[src/sv/hpq_pkg.sv]
// Shared types, constants and control encodings for the min-heap priority queue.
package hpq_pkg;

	localparam int KEY_W = 32;
	localparam int TAG_W = 9;
	localparam int DEPTH = 256;
	localparam int IDX_W = 8;
	localparam int CNT_W = 9;

	typedef enum logic [1:0] {
		ST_OK    = 2'd0,
		ST_EMPTY = 2'd1,
		ST_FULL  = 2'd2
	} status_t;

	typedef struct packed {
		logic             action;
		logic [KEY_W-1:0] entry_key;
		logic [TAG_W-1:0] entry_tag;
	} cmd_t;

	typedef struct packed {
		logic             out_valid;
		logic [KEY_W-1:0] out_key;
		logic [TAG_W-1:0] out_tag;
		status_t          status;
		logic [CNT_W-1:0] occupancy;
	} res_t;

	typedef struct packed {
		logic [KEY_W-1:0] key;
		logic [TAG_W-1:0] tag;
	} entry_t;

	typedef enum logic [3:0] {
		SP_IDLE,
		SP_DECODE,
		SP_UP_CHK,
		SP_UP_TOP,
		SP_UP_CMP,
		SP_UP_PLACE,
		SP_POP_CHK,
		SP_POP_RD,
		SP_POP_GRAB,
		SP_DN_RD,
		SP_DN_CMP,
		SP_DN_PLACE,
		SP_FLAG,
		SP_FINISH
	} step_t;

	typedef enum logic [3:0] {
		OP_NONE,
		OP_LOAD,
		OP_RD_PARENT,
		OP_UP_CMP,
		OP_PLACE_INS,
		OP_RD_ROOT,
		OP_GRAB,
		OP_RD_CHILD,
		OP_DN_CMP,
		OP_PLACE,
		OP_FLAG,
		OP_EMIT
	} op_t;

	typedef enum logic [3:0] {
		J_NEVER,
		J_ALWAYS,
		J_ACCEPT,
		J_POP,
		J_FULL,
		J_EMPTY,
		J_ROOT,
		J_LESS_UP,
		J_NO_CHILD,
		J_LESS_DN,
		J_OUT_FREE
	} jcond_t;

	typedef struct packed {
		op_t    op;
		jcond_t jc;
		logic   hold;
		step_t  target;
	} ctrl_t;

	typedef struct packed {
		logic is_pop;
		logic full;
		logic empty;
		logic at_root;
		logic less_up;
		logic no_child;
		logic less_dn;
		logic out_free;
	} flags_t;

endpackage

[src/sv/hpq_sequencer.sv]
// Microcode sequencer: step counter, control store and jump logic.
module hpq_sequencer (
	input  logic            clk,
	input  logic            arst_n,
	input  logic            cmd_valid,
	output logic            cmd_stall,
	input  hpq_pkg::flags_t flags,
	output hpq_pkg::ctrl_t  ctrl
);

	hpq_pkg::step_t step_q;
	hpq_pkg::step_t step_nxt;
	logic           accept;
	logic           take;

	function automatic hpq_pkg::ctrl_t cw(hpq_pkg::op_t op, hpq_pkg::jcond_t jc,
		logic hold, hpq_pkg::step_t target);
		hpq_pkg::ctrl_t w;
		w.op     = op;
		w.jc     = jc;
		w.hold   = hold;
		w.target = target;
		return w;
	endfunction

	function automatic hpq_pkg::ctrl_t ucode(hpq_pkg::step_t s);
		hpq_pkg::ctrl_t w;
		case (s)
			hpq_pkg::SP_IDLE:
				w = cw(hpq_pkg::OP_LOAD, hpq_pkg::J_ACCEPT, 1'b1, hpq_pkg::SP_DECODE);
			hpq_pkg::SP_DECODE:
				w = cw(hpq_pkg::OP_NONE, hpq_pkg::J_POP, 1'b0, hpq_pkg::SP_POP_CHK);
			hpq_pkg::SP_UP_CHK:
				w = cw(hpq_pkg::OP_NONE, hpq_pkg::J_FULL, 1'b0, hpq_pkg::SP_FLAG);
			hpq_pkg::SP_UP_TOP:
				w = cw(hpq_pkg::OP_RD_PARENT, hpq_pkg::J_ROOT, 1'b0, hpq_pkg::SP_UP_PLACE);
			hpq_pkg::SP_UP_CMP:
				w = cw(hpq_pkg::OP_UP_CMP, hpq_pkg::J_LESS_UP, 1'b0, hpq_pkg::SP_UP_TOP);
			hpq_pkg::SP_UP_PLACE:
				w = cw(hpq_pkg::OP_PLACE_INS, hpq_pkg::J_ALWAYS, 1'b0, hpq_pkg::SP_FINISH);
			hpq_pkg::SP_POP_CHK:
				w = cw(hpq_pkg::OP_NONE, hpq_pkg::J_EMPTY, 1'b0, hpq_pkg::SP_FLAG);
			hpq_pkg::SP_POP_RD:
				w = cw(hpq_pkg::OP_RD_ROOT, hpq_pkg::J_NEVER, 1'b0, hpq_pkg::SP_IDLE);
			hpq_pkg::SP_POP_GRAB:
				w = cw(hpq_pkg::OP_GRAB, hpq_pkg::J_NEVER, 1'b0, hpq_pkg::SP_IDLE);
			hpq_pkg::SP_DN_RD:
				w = cw(hpq_pkg::OP_RD_CHILD, hpq_pkg::J_NO_CHILD, 1'b0, hpq_pkg::SP_DN_PLACE);
			hpq_pkg::SP_DN_CMP:
				w = cw(hpq_pkg::OP_DN_CMP, hpq_pkg::J_LESS_DN, 1'b0, hpq_pkg::SP_DN_RD);
			hpq_pkg::SP_DN_PLACE:
				w = cw(hpq_pkg::OP_PLACE, hpq_pkg::J_ALWAYS, 1'b0, hpq_pkg::SP_FINISH);
			hpq_pkg::SP_FLAG:
				w = cw(hpq_pkg::OP_FLAG, hpq_pkg::J_NEVER, 1'b0, hpq_pkg::SP_IDLE);
			hpq_pkg::SP_FINISH:
				w = cw(hpq_pkg::OP_EMIT, hpq_pkg::J_OUT_FREE, 1'b1, hpq_pkg::SP_IDLE);
			default:
				w = cw(hpq_pkg::OP_NONE, hpq_pkg::J_ALWAYS, 1'b0, hpq_pkg::SP_IDLE);
		endcase
		return w;
	endfunction

	assign accept = cmd_valid && (step_q == hpq_pkg::SP_IDLE);

	always_comb begin
		ctrl      = ucode(step_q);
		cmd_stall = step_q != hpq_pkg::SP_IDLE;
	end

	always_comb begin
		hpq_pkg::ctrl_t w;
		w = ucode(step_q);
		case (w.jc)
			hpq_pkg::J_NEVER:    take = 1'b0;
			hpq_pkg::J_ALWAYS:   take = 1'b1;
			hpq_pkg::J_ACCEPT:   take = accept;
			hpq_pkg::J_POP:      take = flags.is_pop;
			hpq_pkg::J_FULL:     take = flags.full;
			hpq_pkg::J_EMPTY:    take = flags.empty;
			hpq_pkg::J_ROOT:     take = flags.at_root;
			hpq_pkg::J_LESS_UP:  take = flags.less_up;
			hpq_pkg::J_NO_CHILD: take = flags.no_child;
			hpq_pkg::J_LESS_DN:  take = flags.less_dn;
			hpq_pkg::J_OUT_FREE: take = flags.out_free;
			default:             take = 1'b0;
		endcase
		if (take) begin
			step_nxt = w.target;
		end else if (w.hold) begin
			step_nxt = step_q;
		end else begin
			step_nxt = hpq_pkg::step_t'(4'(step_q + 4'd1));
		end
	end

	always_ff @(posedge clk or negedge arst_n) begin
		if (!arst_n) begin
			step_q <= hpq_pkg::SP_IDLE;
		end else begin
			step_q <= step_nxt;
		end
	end

endmodule

[config.mk]
export PLATFORM = sky130hd
export DESIGN_NAME = hpq_sequencer
export DESIGN_NICKNAME = d
export VERILOG_FILES = /design/src/sv/hpq_pkg.sv /design/src/sv/hpq_sequencer.sv
export SDC_FILE = /design/constraint.sdc
export NUM_CORES = 1
export LEC_CHECK = 0
export BUFFER_PORTS_ARGS = -buffer_cell sky130_fd_sc_hd__buf_2
export CAP_MARGIN = 30
export CORE_MARGIN = 2
export CORE_UTILIZATION = 44
export DETAILED_ROUTE_END_ITERATION = 8
export GPL_ROUTABILITY_DRIVEN = 1
export PLACE_DENSITY = 0.71
export SLEW_MARGIN = 40
export SYNTH_ARGS = -nofsm -noshare
export SYNTH_HDL_FRONTEND = slang
export SYNTH_SLANG_ARGS = --single-unit
[constraint.sdc]
create_clock -name clk -period 2.2 [get_ports clk]
set_clock_uncertainty 0.2 [all_clocks]
set_input_delay 0.33 -clock clk [delete_from_list [all_inputs] [get_ports clk]]
set_output_delay 0.33 -clock clk [all_outputs]
set_load 0.01 [all_outputs]
Yosys cells after proc, flatten, opt, wreduce, memory -nomap -nowiden
Memories as Yosys holds them, arrays and structs flattened.
Index checks and enable logic that the tools add are counted.

storage, ports and cells
  output and inout bits = 14
  word-level logic and storage cells = 21
  register bits after elaboration = 4
  input bits = 11
  memories kept = 2
  memory bits (read-only) = 416

operators by class
  add/subtract/negate cells = 1
  eq/ne operators = 11
  muxes and demuxes = 3
  reductions and logical operators = 3

memory list
  name              words  bits a word  rd ports  clocked after Yosys merged registers in  wr ports  RTL line             RTL
  (name not given)  16     13           1         0                                        0         hpq_sequencer.sv:28  case (s)
  (name not given)  16     13           1         0                                        0         hpq_sequencer.sv:28

operators by type and width
  kind                                                             count
  4-bit by 3-bit == test with 1-bit output, second input constant  4
  4-bit == test, second input constant                             3
  1-bit case mux with 10 select lines                              1
  4-bit by 2-bit == test with 1-bit output, second input constant  2
  4-bit two-way mux                                                2
  4-bit by 1-bit adder with 4-bit output, second input constant    1
  4-bit by 1-bit == test with 1-bit output, second input constant  1
  4-bit logical NOT                                                1
  4-bit nonzero test                                               1
  2-bit != test, second input constant                             1
  1-bit logical AND                                                1

Depth between registers and ports, before layout
  depth after elaboration = 4
  depth in mapped cells = 9
  depth with buffers taken out = 8

Worst setup path before layout
No wires, ideal clock.

  path kind = register -> register
  start = register step_q[1]
  end = register step_q[0]
  cell stages (with the launch flop) = 8
  arrival = 2136 ps
  setup time = 128 ps
  data required time = 1872 ps
  period minus slack after synthesis = 2463 ps
  slack = -263 ps
  path buffers = 0
  path through = dfrtp_1 inv_1 ha_1 nand2b_1 a21boi_2 nor2_1 a221oi_4 mux2_1

between the ends
  cells in the longest elaborated chain, start to end = 4
  elaborated cells between the ends (all ways) = 16
  classes of those cells = eq/ne: 11; mux: 2; reduce/logical: 2; memory: 1

RTL lines
  what                                                                 RTL line              RTL
  from (decl)                                                          hpq_sequencer.sv:11   hpq_pkg::step_t step_q;
  from (signal assigned)                                               hpq_sequencer.sv:98   step_q <= hpq_pkg::SP_IDLE;
  from (signal assigned)                                               hpq_sequencer.sv:100  step_q <= step_nxt;
  memory 16 x 13 bit or 4-bit logical NOT (tied branches)              -
  4-bit == test (tied with other cells)                                hpq_sequencer.sv:73   case (w.jc)
  1-bit case mux with 10 select lines                                  hpq_sequencer.sv:73
  2-bit != test (no source line) or 4-bit two-way mux (tied branches)  -

Several ways; a longest one is shown, not always the timed one.
A chain may end at the register's enable or synchronous reset.

Final worst setup path
  start = register step_q[0]
  end = register step_q[1]

Same word-level chain as after synthesis.

==> results by group <==
Run status
  – Outcome: finished with violations
  – Failing checks: negative setup slack

Clock network
  – Clock sink count: 4
  – TritonCTS clock tree: done
  – Inserted Clock Buffers: 3
  – Max clock buf depth: 2
  – Clock-pin transition on the worst setup and hold timing paths: 0.04 ns
  – Skew-Pair Late Insertion Delay: 0.24 ns
  – Clock root cell: clkbuf_4
  – H-Tree Level Count: 1

Routing
  – Post-detailed-route count of antenna-violating nets: 0
  – Post-route DRC: 0
  – Via/cell ratio: 5.51
  – Via count: 827
  – WL/cell: 16.3 um
  – Total iterations of the first detailed-routing run: 4
  – Detailed Route WL: 2440 um
  – Iter 0 DRT Violations: 16

Global route
  – First-pass GRT wire length: 3660 um
  – Grt met2 use: 0.423
  – Number of global-route vias before repair: 806
  – Initial antenna violation count: 0
  – Total grt overflow: 0
  – Grt peak-use layer: met2
  – GRT met1 Usage: 0.339
  – Total Routing Usage GR: 0.256
  – GR Layer Usage met3: 0.0400
  – Largest net degree at the start of global routing: 9

Worst setup path
  – Critical path capture point type: flip-flop
  – Worst Path Arrival: 2.20 ns
  – Critical path's slowest cell: dfrtp_2
  – Crit-path max cell delay: 0.44 ns
  – Setup CP Type: flip-flop to flip-flop
  – Required @ worst endpoint: 2.12 ns
  – Maximum fanout along the worst path: 6
  – Startpoint Class: flip-flop
  – Top cell family by delay on the critical path: compound AO/OA/AOI/OAI gates
  – Bufs and invs on worst path: 1
  – Crit-path cells: buf_6 -> and2_4 -> o31ai_4 -> nor2_2 -> o2bb2ai_2 -> a221oi_4 -> mux2_4

Cells and area
  – Area Overhead vs Synth: 63.8%
  – Ant diodes: 0
  – Share of cells above drive strength 1: 0.657
  – Largest Register: step_q
  – Fillers: 111
  – Largest regs: step_q x4
  – Flip-flop count of the largest register after layout: 4
  – Non-filler cells, final: 150
  – NumNets Final: 155

Flow run
  – Max-Cap Viols: 0

Synth
  – Synth cell types: 39
  – Biggest area consumer among synthesized cells: ha_1
  – Post-synthesis compound-gate area fraction: 0.310
  – Syn Nets: 101
  – Synth Area per Inst: 9.13 sq um
  – Yosys top cell area share: 0.152
  – #FFs+latches synth: 4
  – XOR/XNOR Fraction of Synth Area: 0.0118
  – Post-Synth Adder-Cell Area: 0.152
  – Netlist Area Pre-Place: 739 sq um
  – Largest family of logic cells by synthesized area: compound AO/OA/AOI/OAI gates
  – Simple-gate portion of the synthesized area: 0.166
  – Mapped Cells: 81
  – Share of synthesized area spent on multiplexers: 0.139
  – Ys Warns: 0
  – Top cells by area, synth: ha_1 15%, dfrtp_1 14%, mux2_1 6.1%, o21ai_0 4.1%, inv_1 4.1%
  – Register area share after synthesis: 0.135

Timing
  – Setup repair after global routing missed its margin: yes
  – Max Slew Vio Count: 0
  – Final hold violations: 0
  – Slew @ Worst Pin: 0.383 ns
  – Max Clock Freq: 438 MHz
  – Hold_ws: 0.226 ns
  – Total negative slack: -0.340 ns
  – Fin crit period: 2.28 ns
  – Slew HR: 0.742
  – Tcrit/Tclk final: 1.04
  – Final Setup Violations: 5
  – Worst setup margin: -0.0826 ns

Placement
  – Final GP Congestion: 0.922
  – Port buffer count: 24
  – HPWL Detailed: 1790 um
  – DP Cell Count: 139

Die
  – Initial Util: 0.480
  – Die Area: 2020 sq um
  – Top-Level Pins: 25
  – Core box area: 1540 sq um
  – Rows: 14
  – Die width: 45.0 um
  – Die Span Y: 45.0 um

Hold path
  – Hold Path Class: input pin to async pin
==> synth_stat cells <==
library cell and n:
a211oi_1 1, a211oi_2 1, a21boi_2 1, a21oi_1 3
a221oi_4 1, a22oi_1 3, a31oi_1 2, a41oi_1 1
and2_1 1, and2_4 1, and2b_1 1, buf_4 1
buf_6 2, clkbuf_1 1, dfrtp_1 4, ha_1 9
inv_1 8, mux2_1 4, mux2_2 1, mux2i_1 2
mux4_1 1, nand2_1 4, nand2b_1 2, nand3_1 2
nand3b_1 1, nor2_1 3, nor2_2 1, nor2b_1 3
nor3_1 1, nor3b_1 1, o2111ai_1 1, o21ai_0 6
o21ba_1 1, o221ai_2 1, o22ai_2 1, o2bb2ai_2 1
o31ai_4 1, or3_1 1, xnor2_1 1
==> cell families after synthesis <==
kind of cell | after synthesis
xor gates and xnor gates | 1
muxes | 8
AOI/OAI and AO/OA | 25
adders and majority gates | 9
and+or+nand+nor | 22
buffers and inverters | 12
DFF | 4
==> cell usage in the layout (no fill, tap or decap), types with 3 or more instances in the layout <==
master	synthesis	routed
a21oi_1	3	3
buf_2	0	23
buf_4	1	23
buf_6	2	6
clkbuf_4	0	3
dfrtp_2	0	4
ha_1	9	7
inv_1	8	5
mux2_4	0	4
nor2_1	3	3
nor2b_1	3	3
o21ai_1	0	5
==> cell type report <==
class                           count  area (sq um)  share of cell area
Inverter                            8          32.5              0.0269
Timing Repair Buffer               53           365               0.302
Clock buffer                        4          26.3              0.0217
Multi-Input combinational cell     65           662               0.546
Tap cell                           16          20.0              0.0165
Sequential cell                     4           105              0.0868
==> repair_timing <==
action,CTS,global route
resized for setup,8,19
cloned,0,0
endpoints found under the hold margin,4,0
buffers inserted,3,3
hold buffers,1,0
setup endpoints to repair,9,12
pin swaps,2,3
==> path summary, 6_finish.rpt <==
path / slack, ns / cells after the start / start / to
min reg2reg: 0.65 / 3 / step_q[0] / step_q[0]
min: 0.23 / 2 / arst_n / step_q[3]
max reg2reg: -0.08 / 7 / step_q[0] / step_q[1]
min in group clk: 0.41 / 4 / flags[1] / step_q[0]
max in group asynchronous: 1.44 / 2 / arst_n / step_q[2]
max: -0.08 / 7 / step_q[0] / step_q[1]
==> stage by stage <==
step           instance area, sq um  worst slack [ns]  utilization
4_1_cts                        1130           -0.0624        0.735
6_report                       1210           -0.0826        0.786
2_1_floorplan                   786          -0.00346            -
3_5_place_dp                   1060           -0.0464        0.686
3_3_place_gp                   1060           -0.0146        0.686
5_1_grt                        1210            -0.149        0.786
==> metal layers <==
| layer | vias up | wire [um] |
|---|---|---|
| met4 | 0 | 24 |
| met5 | - | 0 |
| met1 | 383 | 986 |
| met3 | 4 | 158 |
| li1 | 407 | - |
| met2 | 33 | 1270 |
Power is left out: the tool's default activity adds up to more than one toggle a clock period on the data nets, which glitch-free logic cannot reach.
